===== config.mk =====
export PLATFORM = sky130hd
export DESIGN_NAME = debounced_button_mode_ticker
export DESIGN_NICKNAME = d
export VERILOG_FILES = /design/src/rtl/dbmt_pkg.sv /design/src/rtl/dbmt_step.sv /design/src/rtl/debounced_button_mode_ticker.sv
export SDC_FILE = /design/constraint.sdc
export NUM_CORES = 1
export LEC_CHECK = 0
export ABC_AREA = 1
export BUFFER_PORTS_ARGS = -buffer_cell sky130_fd_sc_hd__buf_2
export CAP_MARGIN = 15
export CELL_PAD_IN_SITES_DETAIL_PLACEMENT = 0
export CELL_PAD_IN_SITES_GLOBAL_PLACEMENT = 2
export CORE_MARGIN = 2
export CORE_UTILIZATION = 36
export CTS_BUF_LIST = sky130_fd_sc_hd__clkbuf_2 sky130_fd_sc_hd__clkbuf_4 sky130_fd_sc_hd__clkbuf_8
export CTS_CLUSTER_DIAMETER = 50
export CTS_CLUSTER_SIZE = 20
export DETAILED_ROUTE_END_ITERATION = 7
export PLACE_DENSITY = 0.83
export SLEW_MARGIN = 20
export SYNTH_ARGS = -nofsm -noshare
export SYNTH_HDL_FRONTEND = slang
export SYNTH_SLANG_ARGS = --single-unit
export TNS_END_PERCENT = 20

===== constraint.sdc =====
create_clock -name i_clk -period 4.4 [get_ports i_clk]
set_clock_uncertainty 0.1 [all_clocks]
set_input_delay 0 -clock i_clk [delete_from_list [all_inputs] [get_ports i_clk]]
set_output_delay 0 -clock i_clk [all_outputs]
set_load 0.01 [all_outputs]

===== src/rtl/dbmt_pkg.sv =====
package dbmt_pkg;

    // Input word opcodes.
    localparam logic OP_TICK = 1'b0;
    localparam logic OP_LOAD = 1'b1;

    // Link state codes.
    localparam logic [1:0] LINK_CONNECTED   = 2'd0;
    localparam logic [1:0] LINK_ADVERTISING = 2'd1;

    // Mode codes.
    localparam logic MODE_LINK   = 1'b0;
    localparam logic MODE_DETECT = 1'b1;

    // Register indexes (byte address divided by four).
    localparam int unsigned REG_IDX_W = 2;
    localparam int unsigned PADDR_W   = REG_IDX_W + 2;
    localparam logic [REG_IDX_W-1:0] REG_POLL_PERIOD   = 2'd0;
    localparam logic [REG_IDX_W-1:0] REG_DEBOUNCE_THR  = 2'd1;
    localparam logic [REG_IDX_W-1:0] REG_LOCKOUT_TICKS = 2'd2;
    localparam logic [REG_IDX_W-1:0] REG_SEND_PERIOD   = 2'd3;

    // Reset values.
    localparam logic [7:0]  RST_POLL_PERIOD   = 8'd10;
    localparam logic [7:0]  RST_DEBOUNCE_THR  = 8'd5;
    localparam logic [15:0] RST_LOCKOUT_TICKS = 16'd5000;
    localparam logic [15:0] RST_SEND_PERIOD   = 16'd400;

    typedef struct packed {
        logic [7:0]  poll_period;
        logic [7:0]  debounce_threshold;
        logic [15:0] lockout_ticks;
        logic [15:0] send_period;
    } t_cfg;

    typedef struct packed {
        logic [7:0]  poll_count;
        logic [7:0]  press_count;
        logic [7:0]  release_count;
        logic        press_seen;
        logic        mode;
        logic [31:0] last_change_time;
        logic [31:0] tick_time;
        logic [15:0] send_count;
        logic [31:0] countdown;
    } t_state;

    typedef struct packed {
        logic        mode;
        logic        disconnect_req;
        logic        detect_start;
        logic        send_req;
        logic        countdown_zero;
        logic [31:0] time_now;
    } t_result;

endpackage


===== src/rtl/dbmt_step.sv =====
module dbmt_step
    import dbmt_pkg::*;
(
    input  t_state      i_state,
    input  t_cfg        i_cfg,
    input  logic        i_op,
    input  logic        i_button_level,
    input  logic [1:0]  i_link_state,
    input  logic [31:0] i_load_value,
    output t_state      o_state,
    output t_result     o_result
);

    logic        sample;
    logic        press_qual;
    logic        release_qual;
    logic [7:0]  press_inc;
    logic [7:0]  release_inc;
    logic        accepted;
    logic [31:0] limit;
    logic        disc;
    logic        dstart;
    logic        sreq;

    assign sample       = (i_state.poll_count == 8'd0);
    assign press_qual   = !i_state.press_seen && !i_button_level;
    assign release_qual = i_state.press_seen && i_button_level;
    assign press_inc    = i_state.press_count + 8'd1;
    assign release_inc  = i_state.release_count + 8'd1;
    assign accepted     = sample && release_qual && (release_inc >= i_cfg.debounce_threshold);
    assign limit        = i_state.last_change_time + {16'd0, i_cfg.lockout_ticks};

    always_comb begin
        o_state = i_state;
        disc    = 1'b0;
        dstart  = 1'b0;
        sreq    = 1'b0;
        if (i_op == OP_LOAD) begin
            o_state.countdown = i_load_value;
        end else begin
            if (!sample) begin
                o_state.poll_count = i_state.poll_count - 8'd1;
            end else begin
                o_state.poll_count = i_cfg.poll_period;
                // A press and a release cannot qualify on the same sample,
                // so both tests use the press flag from before this step.
                if (press_qual) begin
                    o_state.press_count = press_inc;
                    if (press_inc >= i_cfg.debounce_threshold) begin
                        o_state.press_seen = 1'b1;
                    end
                end else begin
                    o_state.press_count = 8'd0;
                end
                if (release_qual) begin
                    o_state.release_count = release_inc;
                    if (accepted) begin
                        o_state.press_seen = 1'b0;
                    end
                end else begin
                    o_state.release_count = 8'd0;
                end
                if (accepted && (i_state.tick_time > limit)) begin
                    o_state.last_change_time = i_state.tick_time;
                    if (i_state.mode == MODE_LINK) begin
                        if (i_link_state == LINK_CONNECTED) begin
                            disc = 1'b1;
                        end else if (i_link_state == LINK_ADVERTISING) begin
                            o_state.mode = MODE_DETECT;
                            dstart       = 1'b1;
                        end
                    end else begin
                        o_state.mode = MODE_LINK;
                    end
                end
            end
            if (i_state.countdown != 32'd0) begin
                o_state.countdown = i_state.countdown - 32'd1;
            end
            o_state.tick_time = i_state.tick_time + 32'd1;
            if (i_state.send_count != 16'd0) begin
                o_state.send_count = i_state.send_count - 16'd1;
            end else begin
                sreq               = 1'b1;
                o_state.send_count = i_cfg.send_period;
            end
        end
    end

    always_comb begin
        o_result.mode           = o_state.mode;
        o_result.disconnect_req = disc;
        o_result.detect_start   = dstart;
        o_result.send_req       = sreq;
        o_result.countdown_zero = (o_state.countdown == 32'd0);
        o_result.time_now       = o_state.tick_time;
    end

endmodule


===== src/rtl/debounced_button_mode_ticker.sv =====
// Debounced button mode ticker.
//
// Each input word is either a one millisecond tick (op = 0) or a load of the
// countdown (op = 1). Every accepted word yields exactly one result word with
// the current mode, the disconnect, detect start and send pulses, the
// countdown zero flag and the timestamp after that step.
// Input and output channels use a valid/ready handshake. A word is captured
// in an input register, and the full step is evaluated combinationally
// between that register and the result register, which holds the result
// until the receiver takes it. Throughput is one word per cycle while the
// receiver does not stall.
// When the receiver stalls, the result register holds its word and the input
// register can still take one more word; after that o_ready drops until the
// receiver takes the waiting result.
// The APB port holds four registers at byte addresses 0, 4, 8 and 12:
// poll period, debounce threshold, lockout ticks and send period. Writes are
// meant to happen while the block is idle; reads return the current values.
// A synchronous active-low reset returns all counters, the mode and the
// registers to their defaults and empties both pipeline registers.
module debounced_button_mode_ticker
    import dbmt_pkg::*;
(
    input  logic               i_clk,
    input  logic               i_rst_n,

    input  logic               i_valid,
    output logic               o_ready,
    input  logic               i_op,
    input  logic               i_button_level,
    input  logic [1:0]         i_link_state,
    input  logic [31:0]        i_load_value,

    output logic               o_valid,
    input  logic               i_ready,
    output logic               o_mode,
    output logic               o_disconnect_req,
    output logic               o_detect_start,
    output logic               o_send_req,
    output logic               o_countdown_zero,
    output logic [31:0]        o_time_now,

    input  logic               psel,
    input  logic               penable,
    input  logic               pwrite,
    input  logic [PADDR_W-1:0] paddr,
    input  logic [31:0]        pwdata,
    output logic [31:0]        prdata,
    output logic               pready
);

    t_cfg        r_cfg;
    t_state      r_state;
    t_state      n_state;
    t_result     n_result;
    t_result     r_result;

    logic        r_in_valid;
    logic        r_in_op;
    logic        r_in_level;
    logic [1:0]  r_in_link;
    logic [31:0] r_in_load;
    logic        r_out_valid;

    logic        advance;
    logic        cfg_write;
    logic [REG_IDX_W-1:0] reg_idx;

    // The step advances when a word waits in the input register and the
    // result register is empty or being emptied in this cycle.
    assign advance   = r_in_valid && (!r_out_valid || i_ready);
    assign o_ready   = !r_in_valid || advance;
    assign pready    = 1'b1;
    assign cfg_write = psel && penable && pwrite && pready;
    assign reg_idx   = paddr[PADDR_W-1:2];

    dbmt_step u_step (
        .i_state        (r_state),
        .i_cfg          (r_cfg),
        .i_op           (r_in_op),
        .i_button_level (r_in_level),
        .i_link_state   (r_in_link),
        .i_load_value   (r_in_load),
        .o_state        (n_state),
        .o_result       (n_result)
    );

    // Configuration registers.
    always_ff @(posedge i_clk) begin
        if (!i_rst_n) begin
            r_cfg.poll_period        <= RST_POLL_PERIOD;
            r_cfg.debounce_threshold <= RST_DEBOUNCE_THR;
            r_cfg.lockout_ticks      <= RST_LOCKOUT_TICKS;
            r_cfg.send_period        <= RST_SEND_PERIOD;
        end else if (cfg_write) begin
            case (reg_idx)
                REG_POLL_PERIOD:   r_cfg.poll_period        <= pwdata[7:0];
                REG_DEBOUNCE_THR:  r_cfg.debounce_threshold <= pwdata[7:0];
                REG_LOCKOUT_TICKS: r_cfg.lockout_ticks      <= pwdata[15:0];
                REG_SEND_PERIOD:   r_cfg.send_period        <= pwdata[15:0];
                default: begin
                end
            endcase
        end
    end

    always_comb begin
        case (reg_idx)
            REG_POLL_PERIOD:   prdata = {24'd0, r_cfg.poll_period};
            REG_DEBOUNCE_THR:  prdata = {24'd0, r_cfg.debounce_threshold};
            REG_LOCKOUT_TICKS: prdata = {16'd0, r_cfg.lockout_ticks};
            REG_SEND_PERIOD:   prdata = {16'd0, r_cfg.send_period};
            default:           prdata = 32'd0;
        endcase
    end

    // Block state: the poll prescaler starts at its default reload value
    // and the send divider at its default period.
    always_ff @(posedge i_clk) begin
        if (!i_rst_n) begin
            r_state.poll_count       <= RST_POLL_PERIOD;
            r_state.press_count      <= 8'd0;
            r_state.release_count    <= 8'd0;
            r_state.press_seen       <= 1'b0;
            r_state.mode             <= MODE_LINK;
            r_state.last_change_time <= 32'd0;
            r_state.tick_time        <= 32'd0;
            r_state.send_count       <= RST_SEND_PERIOD;
            r_state.countdown        <= 32'd0;
        end else if (advance) begin
            r_state <= n_state;
        end
    end

    // Input register.
    always_ff @(posedge i_clk) begin
        if (!i_rst_n) begin
            r_in_valid <= 1'b0;
        end else if (o_ready) begin
            r_in_valid <= i_valid;
        end
    end

    always_ff @(posedge i_clk) begin
        if (o_ready && i_valid) begin
            r_in_op    <= i_op;
            r_in_level <= i_button_level;
            r_in_link  <= i_link_state;
            r_in_load  <= i_load_value;
        end
    end

    // Result register.
    always_ff @(posedge i_clk) begin
        if (!i_rst_n) begin
            r_out_valid <= 1'b0;
        end else if (advance) begin
            r_out_valid <= 1'b1;
        end else if (i_ready) begin
            r_out_valid <= 1'b0;
        end
    end

    always_ff @(posedge i_clk) begin
        if (advance) begin
            r_result <= n_result;
        end
    end

    assign o_valid          = r_out_valid;
    assign o_mode           = r_result.mode;
    assign o_disconnect_req = r_result.disconnect_req;
    assign o_detect_start   = r_result.detect_start;
    assign o_send_req       = r_result.send_req;
    assign o_countdown_zero = r_result.countdown_zero;
    assign o_time_now       = r_result.time_now;

endmodule


; ---- After elaboration in Yosys (flattened, before gate mapping)
; Index checks and enable logic that the tools add are counted.
[word_totals]
n_memories = 0
out_inout_bits = 72
elab_cells = 94
latch_bits = 0
regBits = 261
romBits = 0
mem_bits_rw = 0
[op_classes]
shift = 0
bitwise = 3
eq_ne = 4
muxes = 21
n_mul = 0
magnitude_cmp = 3
div_mod_pow = 0
n_reduce_logical = 31
n_addsub = 7
[op_table]
columns = cell, count
row1 = case mux 32 bit (4 select lines), 1
row2 = two-way mux 81 bit, 1
row3 = two-way mux 33 bit, 2
row4 = two-way mux 32 bit, 2
row5 = "adder 32 x 1 -> 32 bit, second input constant", 1
row6 = adder 32 x 16 -> 32 bit, 1
row7 = > comparator 32 bit, 1
row8 = logical NOT 32 bit, 1
row9 = nonzero test 32 bit, 1
row10 = "subtractor 32 x 1 -> 32 bit, second input constant", 1
row11 = two-way mux 8 bit, 3
row12 = "adder 8 x 1 -> 8 bit, second input constant", 2
row13 = greater-or-equal comparator 8 bit, 2
row14 = two-way mux 16 bit, 1
row15 = nonzero test 16 bit, 1
row16 = "subtractor 16 x 1 -> 16 bit, second input constant", 1
row17 = two-way mux 1 bit, 11
row18 = AND reduction 2 bit, 5
row19 = logical AND 1 bit, 9
row20 = logical NOT 8 bit, 1
row21 = "subtractor 8 x 1 -> 8 bit, second input constant", 1
row22 = "== test 2 x 1 -> 1 bit, second input constant", 2
row23 = "== test 2 bit, second input constant", 2
row24 = logical NOT 1 bit, 4
row25 = 8 further kinds, 12

; ---- Longest topological paths before layout
; Gate-level depths: netlist of run 1.
[depth]
word_depth = 7
mapped_depth = 25

; ---- Hierarchy
; Synthesis of run 1 repeated with hierarchy kept, for this count alone.
[hier_totals]
cells_unflattened = 2262
area_unflattened_um2 = 16139.2
[modules_own_cells]
columns = mod, area_per_inst_um2, seq_area_each_um2, cells_per_inst, n_inst
row1 = debounced_button_mode_ticker, 9412.8, 5955.7, 1033, 1
row2 = dbmt_step, 6726.5, 0.0, 1229, 1

; ---- Worst setup path after synthesis of run 1
; OpenSTA, ideal clock, no wires.
[synth_timing]
kind = register -> register
startpoint = register r_cfg[16] in the netlist's numbering
endpoint = register r_state[100] in the netlist's numbering
setup_slack_ps = 572
n_path_buf = 2
setup_ps = 115
arrival_time_ps = 3613
stages_incl_launch_ff = 25
period_less_slack_ps = 3828
cell_sequence = dfxtp_1 > ha_1 > inv_1 > fa_1 > o21ai_1 > a21oi_1 > o21ai_2 > nand3_1 > nand2_1 > inv_1 > nor2_1 > nand4_1 > xor2_1 > ha_1 > nand2_1 > inv_1 > nand3_1 > nor3_1 > nor3b_2 > nand2_1 > nand2_1 > nand4_1 > buf_2 > buf_2 > o21a_1
[synth_between]
elab_chain_cells = 4
[synth_rtl]
columns = item, line
row1 = from (decl), debounced_button_mode_ticker.sv:51  ; t_cfg r_cfg;
row2 = adder 32 x 16 -> 32 bit, dbmt_step.sv:31  ; assign limit = i_state.last_change_time + {16'd0, i_cfg.lockout_ticks};
row3 = > comparator 32 bit, dbmt_step.sv:63  ; if (accepted && (i_state.tick_time > limit)) begin
row4 = logical AND 1 bit, dbmt_step.sv:63
row5 = AND reduction 4 bit (no source line), n/a
row6 = to (signal assigned), debounced_button_mode_ticker.sv:130  ; r_state <= n_state;
row7 = to (decl), debounced_button_mode_ticker.sv:52  ; t_state r_state;
; No other way between the ends.
; A chain may end at the register's enable or synchronous reset.

; ---- Worst setup path in the final report of run 1
[layout_timing]
startpoint = register r_cfg[16] in the netlist's numbering
endpoint = register r_state[84] in the netlist's numbering
; The elaborated chain is that of the path after synthesis.

==> impl_metrics.yaml, run 1 <==
clocking:
  cts_tree: "yes"
  root_buffer: "sky130_fd_sc_hd__clkbuf_8"
  cts_made_buffers: 39
  numClockSinks: 261
  clkTransAtPathRegs_ns: 0.09
  cts.htree.levels: 2
  clkLatencyLatePin_ns: 0.61
  cts.path.max_buffers: 3
logic_synthesis:
  post_synth_main_area_contributors: "sky130_fd_sc_hd__dfxtp_1 (26%), sky130_fd_sc_hd__edfxtp_1 (15%), sky130_fd_sc_hd__nand2_1 (8.1%)"
  yosys.cell_types.count: 63
  synth.yosys.warnings: 0
  post_synth.cell_area_avg_um2: 7.743
  synthTopCellsByCount: "sky130_fd_sc_hd__nand2_1 (317), sky130_fd_sc_hd__inv_1 (246), sky130_fd_sc_hd__nor2_1 (193)"
  synth_seq_cells: 261
  ys_dominant_reg_cell: "sky130_fd_sc_hd__dfxtp_1"
  post-synth-top-count-cell: "sky130_fd_sc_hd__nand2_1"
  synth_edf_count: 73
  postSynthCellCount: 1891
  post-synth-top-area-cell: "sky130_fd_sc_hd__dfxtp_1"
  cell_area_after_synthesis_mm2: 0.01464
  seq_area_frac_synth_pct: 40.67
  synth_async_sr_flop_share_pct: 0
  netlist.area_leader.share_pct: 25.70
final_layout:
  post_route_cells_drive_above_1_share_pct: 11.97
  final.fill_count: 4091
  antenna_cells: 0
  finish.net_count: 2262
  area.growth.synth_to_final_pct: 21.45
  final_core_utilization_pct: 44.55
global_route:
  first_global_vias: 12636
  grt_antenna_before_repair: 0
  grt_overflow_total: 0
  first_pass_grt_wire_length_um: 68070
  grt_max_degree: 85
  grt_use_total_pct: 20.49
setup_path:
  critical-path-max-stage-delay_ns: 0.41
  endpoint_kind: "flip-flop"
  crit_required_ns: 4.84
  timing.critical_path.mode_cell: "sky130_fd_sc_hd__nand2_1"
  crit_path_start_kind: "flip-flop"
  critPathSlowestCell: "sky130_fd_sc_hd__fa_1"
  critical-path-top-delay-family: "simple AND/OR/NAND/NOR gates"
  worstPathMaxFanout: 32
  worst-path-buf-inv: 5
  regToRegSetupSlack_ns: 0.35
  critPathArrivalTime_ns: 4.49
  criticalPathCategory: "reg2reg"
sta:
  unrepaired_setup_endpoints_after_global_routing: "no"
  finalSetupViolCount: 0
  highest_clock_rate_mhz: 246.6
  tightestPinTransition_ns: 1.010
  layout_worst_path_cycle_share_pct: 92.15
  finalCriticalPeriod_ns: 4.054
  timing_hold_violations_final: 0
  final-max-slew-violation-count: 0
  final.setup.tns_ns: 0
  crit_path_setup_slack_layout_ns: 0.3456
  timing.max_slew.rel_slack_pct: 32.64
drt:
  route.vias.total: 13128
  firstDrtPassIters: 5
  routedWlPerCell_um: 16.15
  postRouteWirelength_um: 43020
  drtIter0Drc: 761
  drc_violation_count_after_routing: 0
  drt-vias-per-instance: 4.928
  postRouteAntennaNets: 0
flow_run:
  drv.max_cap_violation_count: 0
power:
  ir_worst_vdd_v: 0.0002908
  powerDensity_mw_per_mm2: 331.6
  p_leak_nw: 7.806
placed_design:
  hpwlAfterDp_um: 30240
  gpl.final_weighted_congestion: 0.8669
  place_ws_ns: 0.08487
  io_buffer_count: 115
outcome:
  status: "finished, final reports clean"
floorplanning:
  die_outline_area_mm2: 0.04230
  core_area_mm2: 0.03991
  num_rows: 73
  chipWidth_um: 205.7
  floorplan.die.height_um: 205.7
  start_util_pct: 36.69
  num_io_pins: 151
hold_path:
  worst_hold_path_type: "in2reg"
==> worst min-delay path: stages <==
cell,delay [ns]
sky130_fd_sc_hd__dlygate4sd3_1,0.52
sky130_fd_sc_hd__buf_2,0.11
sky130_fd_sc_hd__nand2_1,0.05
sky130_fd_sc_hd__nand3_1,0.05
==> layout by cell type, fill, tap and decap left out, types with 7 or more instances in the layout <==
master	synthesis	final
sky130_fd_sc_hd__o21ai_0	133	133
sky130_fd_sc_hd__o211ai_1	31	31
sky130_fd_sc_hd__nor4_1	14	14
sky130_fd_sc_hd__nand4_1	31	31
sky130_fd_sc_hd__nor3_1	24	23
sky130_fd_sc_hd__ha_1	73	73
sky130_fd_sc_hd__buf_4	18	22
sky130_fd_sc_hd__nand3_1	79	79
sky130_fd_sc_hd__nor2_1	193	192
sky130_fd_sc_hd__clkbuf_8	0	42
sky130_fd_sc_hd__nand2_1	317	316
sky130_fd_sc_hd__dfxtp_1	188	187
sky130_fd_sc_hd__o21ai_1	8	7
sky130_fd_sc_hd__xor2_1	82	82
sky130_fd_sc_hd__conb_1	2	17
sky130_fd_sc_hd__xnor2_1	19	19
sky130_fd_sc_hd__dlygate4sd3_1	0	105
sky130_fd_sc_hd__nand3b_1	7	7
sky130_fd_sc_hd__edfxtp_1	73	73
sky130_fd_sc_hd__inv_1	246	245
sky130_fd_sc_hd__o2111ai_1	8	8
sky130_fd_sc_hd__a21oi_1	166	165
sky130_fd_sc_hd__buf_2	9	115
sky130_fd_sc_hd__o21a_1	32	32
==> cell families (layout without fill, tap and decap cells) <==
kind of cell / count (synthesis) / after routing / share of synthesized area (%)
and+or+nand+nor: 698 / 698 / 20.91
AOI/OAI and AO/OA: 418 / 418 / 16.48
buffers and inverters: 336 / 569 / 9.357
DFF: 261 / 261 / 40.67
xor gates and xnor gates: 102 / 102 / 6.152
adders and majority gates: 74 / 74 / 6.374
other: 2 / 17 / 0.05129
==> state kept, by name, indices dropped and copies added (netlist names) <==
signal	flops
r_in_valid	1
o_valid	1
o_disconnect_req	1
o_time_now	32
o_detect_start	1
r_in_load	32
o_countdown_zero	1
r_cfg	48
r_in_link	2
r_in_op	1
r_state	138
r_in_level	1
o_mode	1
o_send_req	1
==> stage by stage <==
step | hold slack (ns) | area, um^2 | cells | power, mW
after floorplan | -0.001131 | 14700 | 1906 | 3.188
after global placement | 0.07620 | 15690 | 2483 | 3.421
after detailed placement | 0.07809 | 15690 | 2483 | 3.425
after CTS | 0.01226 | 17700 | 2659 | 5.978
after global routing | 0.02887 | 17780 | 2664 | 6.207
final | 0.05354 | 17780 | 2664 | 5.897
==> routing by layer <==
layer | GRT usage [%] | share of wire, %
met1 | 26.80 | 47
met2 | 34.57 | 47
met3 | 3.294 | 3.8
met4 | 6.295 | 2.7
met5 | 0 | 0
==> power by group <==
group / internal, mW / switching (mW)
clock network: 1.27 / 1.19
logic: 0.296 / 0.474
registers: 2.57 / 0.0977
total: 4.14 / 1.76
==> cell type report <==
| type | count | area (um^2) | area share, % |
|---|---|---|---|
| multi-input cells | 1309 | 7405 | 41.64 |
| flip-flops and latches | 261 | 5957 | 33.50 |
| repair buffers | 245 | 1857 | 10.44 |
| inverters | 253 | 952.2 | 5.354 |
| well taps | 525 | 656.9 | 3.694 |
| clock buffers | 43 | 585.6 | 3.293 |
| clock inverters | 28 | 370.4 | 2.083 |
==> path summary, 6_finish.rpt <==
check / from / to / cells past startpoint
max reg2reg: r_cfg[16] / r_state[84] / 25
min: pwdata[12] / r_cfg[28] / 4
min reg2reg: r_state[120] / r_state[120] / 2
max: r_cfg[16] / r_state[84] / 25
==> repair_timing <==
| action | 4_1_cts | 5_1_grt |
|---|---|---|
| setup endpoints to repair | 0 | 36 |
| hold endpoints to repair | 87 | 0 |
| gates resized for setup | 0 | 7 |
| hold buffers | 105 | 0 |
| setup buffers | 0 | 4 |
No activity file was read; power rests on OpenSTA's default activity.
==> run 2, diff against run 1 <==
CORE_ASPECT_RATIO = 1.1   (was default)
==> run 2 against run 1 <==
Net effect: critical path depth decreased by 2; die area hardly changed; non-clock buffer count is 3 lower; critical endpoint is now r_state[85]; power up 0.85%; worst hold slack hardly changed; setup slack got worse by 0.036 ns; first-iteration DRC count shrank 4.1%; global-route usage shrank 0.58 points; utilization shrank 0.31 points.
==> impl_metrics.yaml, run 2 (synthesis gave the netlist of run 1 again) <==
final_layout:
  layout_commonest_cell: "sky130_fd_sc_hd__nand2_1"
  area.growth.synth_to_final_pct: 21.39
  layout_common_cells: "sky130_fd_sc_hd__nand2_1 (315), sky130_fd_sc_hd__inv_1 (244), sky130_fd_sc_hd__nor2_1 (192)"
  multiInputGateArea_mm2: 0.007420
  finish.net_count: 2258
  flip_flop_count_of_the_largest_register_after_layout: 138
  final.fill_count: 4021
  largest_regs: "r_state: 138 flops, r_cfg: 48 flops"
  final_core_utilization_pct: 44.24
  ff_latch_area_mm2: 0.005957
  regMostFlops: "r_state"
  post_route_cells_drive_above_1_share_pct: 12.08
  final-instance-count-excl-fill: 2649
sta:
  finalSetupViolCount: 0
  highest_clock_rate_mhz: 244.5
  unrepaired_setup_endpoints_after_global_routing: "no"
  timing.max_slew.rel_slack_pct: 36.38
  holdWs_ns: 0.05352
  final.setup.tns_ns: 0
  tightestPinTransition_ns: 0.9543
  finalCriticalPeriod_ns: 4.090
  layout_worst_path_cycle_share_pct: 92.96
  final-max-slew-violation-count: 0
  timing_hold_violations_final: 0
setup_path:
  timing.critical_path.mode_cell: "sky130_fd_sc_hd__a21oi_1"
  worstPathMaxFanout: 27
  criticalPathCategory: "reg2reg"
  reg2reg_to: "r_state[85]"
  critical-path-max-stage-delay_ns: 0.35
  critical-path-top-delay-family: "compound AO/OA/AOI/OAI gates"
  crit_path_start_kind: "flip-flop"
  worst-path-buf-inv: 3
  crit_required_ns: 4.78
  r2r.worst_path.cells: 23
  critPathSlowestCell: "sky130_fd_sc_hd__ha_1"
  endpoint_kind: "flip-flop"
  regToRegSetupSlack_ns: 0.31
  rr_startpoint: "r_cfg[18]"
  worst_path_cell_chain: "ha_1, a21oi_1, nand2_1, a21oi_4, o21bai_2, a21boi_2, o21ai_1, a21oi_2, buf_4, nor2_1, xor2_1, ha_1, a21oi_1, o21ai_0, nand4_1, o211ai_1, a21oi_1, nand2_1, nand4_1, buf_4, buf_12, a21oi_1, o21a_1"
  critPathArrivalTime_ns: 4.47
floorplanning:
  start_util_pct: 36.45
  num_rows: 77
  chipWidth_um: 196.3
  die_outline_area_mm2: 0.04231
  num_io_pins: 151
  core_area_mm2: 0.04017
  floorplan.die.height_um: 215.5
drt:
  drc_violation_count_after_routing: 0
  route.vias.total: 12993
  postRouteAntennaNets: 0
  drtIter0Drc: 730
  postRouteWirelength_um: 42100
  routedWlPerCell_um: 15.89
  drt-vias-per-instance: 4.905
  firstDrtPassIters: 5
clocking:
  clkLatencyLatePin_ns: 0.60
  numClockSinks: 261
  root_buffer: "sky130_fd_sc_hd__clkbuf_8"
  clkTransAtPathRegs_ns: 0.07
  cts_tree: "yes"
  cts.htree.levels: 2
  cts.path.max_buffers: 3
  cts_made_buffers: 38
hold_path:
  hold_start: "i_button_level"
  hold_path_end: "r_in_level"
  worstHoldPathCells: 2
  worst_hold_path_type: "in2reg"
outcome:
  status: "finished, final reports clean"
placed_design:
  hpwlAfterDp_um: 29460
  io_buffer_count: 115
  gpl.final_weighted_congestion: 0.8586
  placedCellCount: 2469
global_route:
  grt_overflow_total: 0
  first_global_vias: 12732
  grt_antenna_before_repair: 1
  grt_max_degree: 86
  first_pass_grt_wire_length_um: 67450
  grt_use_total_pct: 19.91
flow_run:
  drv.max_cap_violation_count: 0
power:
  powerDensity_mw_per_mm2: 334.6
  p_leak_nw: 7.792
  ir_worst_vdd_v: 0.0002383
[run 2: cell types whose count changed in the layout (fill, tap and decap cells not counted), sizes merged]
| cell | previous run | this run |
|---|---|---|
| bufinv | 5 | 7 |
| clkbuf | 44 | 45 |
| diode | 0 | 1 |
| dlygate4sd3 | 105 | 102 |
| inv | 259 | 255 |
[run 2: power by group]
part	internal, mW	total (mW)	switching, mW
Sequential	2.57	2.67	0.0956
Combinational	0.298	0.774	0.476
Clock	1.38	2.51	1.13
Total	4.25	5.95	1.70
[run 2: layout make-up]
type | instances | area share [%]
diodes | 1 | 0.01408
flip-flops and latches | 261 | 33.51
multi-input cells | 1309 | 41.74
inverters | 253 | 5.357
clock buffers | 44 | 3.372
repair buffers | 242 | 10.28
well taps | 513 | 3.611
clock inverters | 26 | 2.112
[run 2: worst register-to-register path: stages (launching register included)]
cell and delay [ns]:
sky130_fd_sc_hd__dfxtp_1 0.33, sky130_fd_sc_hd__ha_1 0.35, sky130_fd_sc_hd__a21oi_1 0.14, sky130_fd_sc_hd__nand2_1 0.13
sky130_fd_sc_hd__a21oi_4 0.19, sky130_fd_sc_hd__o21bai_2 0.10, sky130_fd_sc_hd__a21boi_2 0.18, sky130_fd_sc_hd__o21ai_1 0.16
sky130_fd_sc_hd__a21oi_2 0.31, sky130_fd_sc_hd__buf_4 0.16, sky130_fd_sc_hd__nor2_1 0.04, sky130_fd_sc_hd__xor2_1 0.13
sky130_fd_sc_hd__ha_1 0.29, sky130_fd_sc_hd__a21oi_1 0.12, sky130_fd_sc_hd__o21ai_0 0.10, sky130_fd_sc_hd__nand4_1 0.10
sky130_fd_sc_hd__o211ai_1 0.10, sky130_fd_sc_hd__a21oi_1 0.18, sky130_fd_sc_hd__nand2_1 0.10, sky130_fd_sc_hd__nand4_1 0.08
sky130_fd_sc_hd__buf_4 0.17, sky130_fd_sc_hd__buf_12 0.18, sky130_fd_sc_hd__a21oi_1 0.09, sky130_fd_sc_hd__o21a_1 0.13
[run 2: worst max path at each step]
stage | start | endpoint | slack, ns | cells past startpoint
after floorplan | r_cfg[16] | r_state[100] | 0.57 | 24
after global placement | r_cfg[16] | r_state[110] | 0.08 | 23
after detailed placement | r_cfg[16] | r_state[105] | 0.02 | 24
after CTS | r_cfg[16] | r_state[105] | 0.03 | 24
after global routing | r_cfg[18] | r_state[95] | 0.007 | 23
final | r_cfg[18] | r_state[85] | 0.31 | 23
[run 2: through the flow]
stage / setup WS (ns) / instance area [um^2] / power [mW]
2_1_floorplan: 0.5724 / 14700 / 3.188
3_3_place_gp: 0.08438 / 15660 / 3.415
3_5_place_dp: 0.01916 / 15660 / 3.417
4_1_cts: 0.03219 / 17660 / 6.028
5_1_grt: 0.007163 / 17770 / 6.247
6_report: 0.3097 / 17770 / 5.947
[run 2: timing repair]
item,CTS,global route
gates cloned,0,1
pin swaps,0,4
setup buffers,0,6
gates resized for setup,1,12
setup endpoints to repair,17,36
hold buffers,102,0
hold endpoints to repair,137,0
[run 2: metal layers]
metal	track usage, %	vias to the layer above	wire, um
li1	-	6701	-
met1	26.64	6021	20170
met2	33.55	230	19660
met3	2.860	41	1495
met4	5.379	0	763
met5	0	-	0
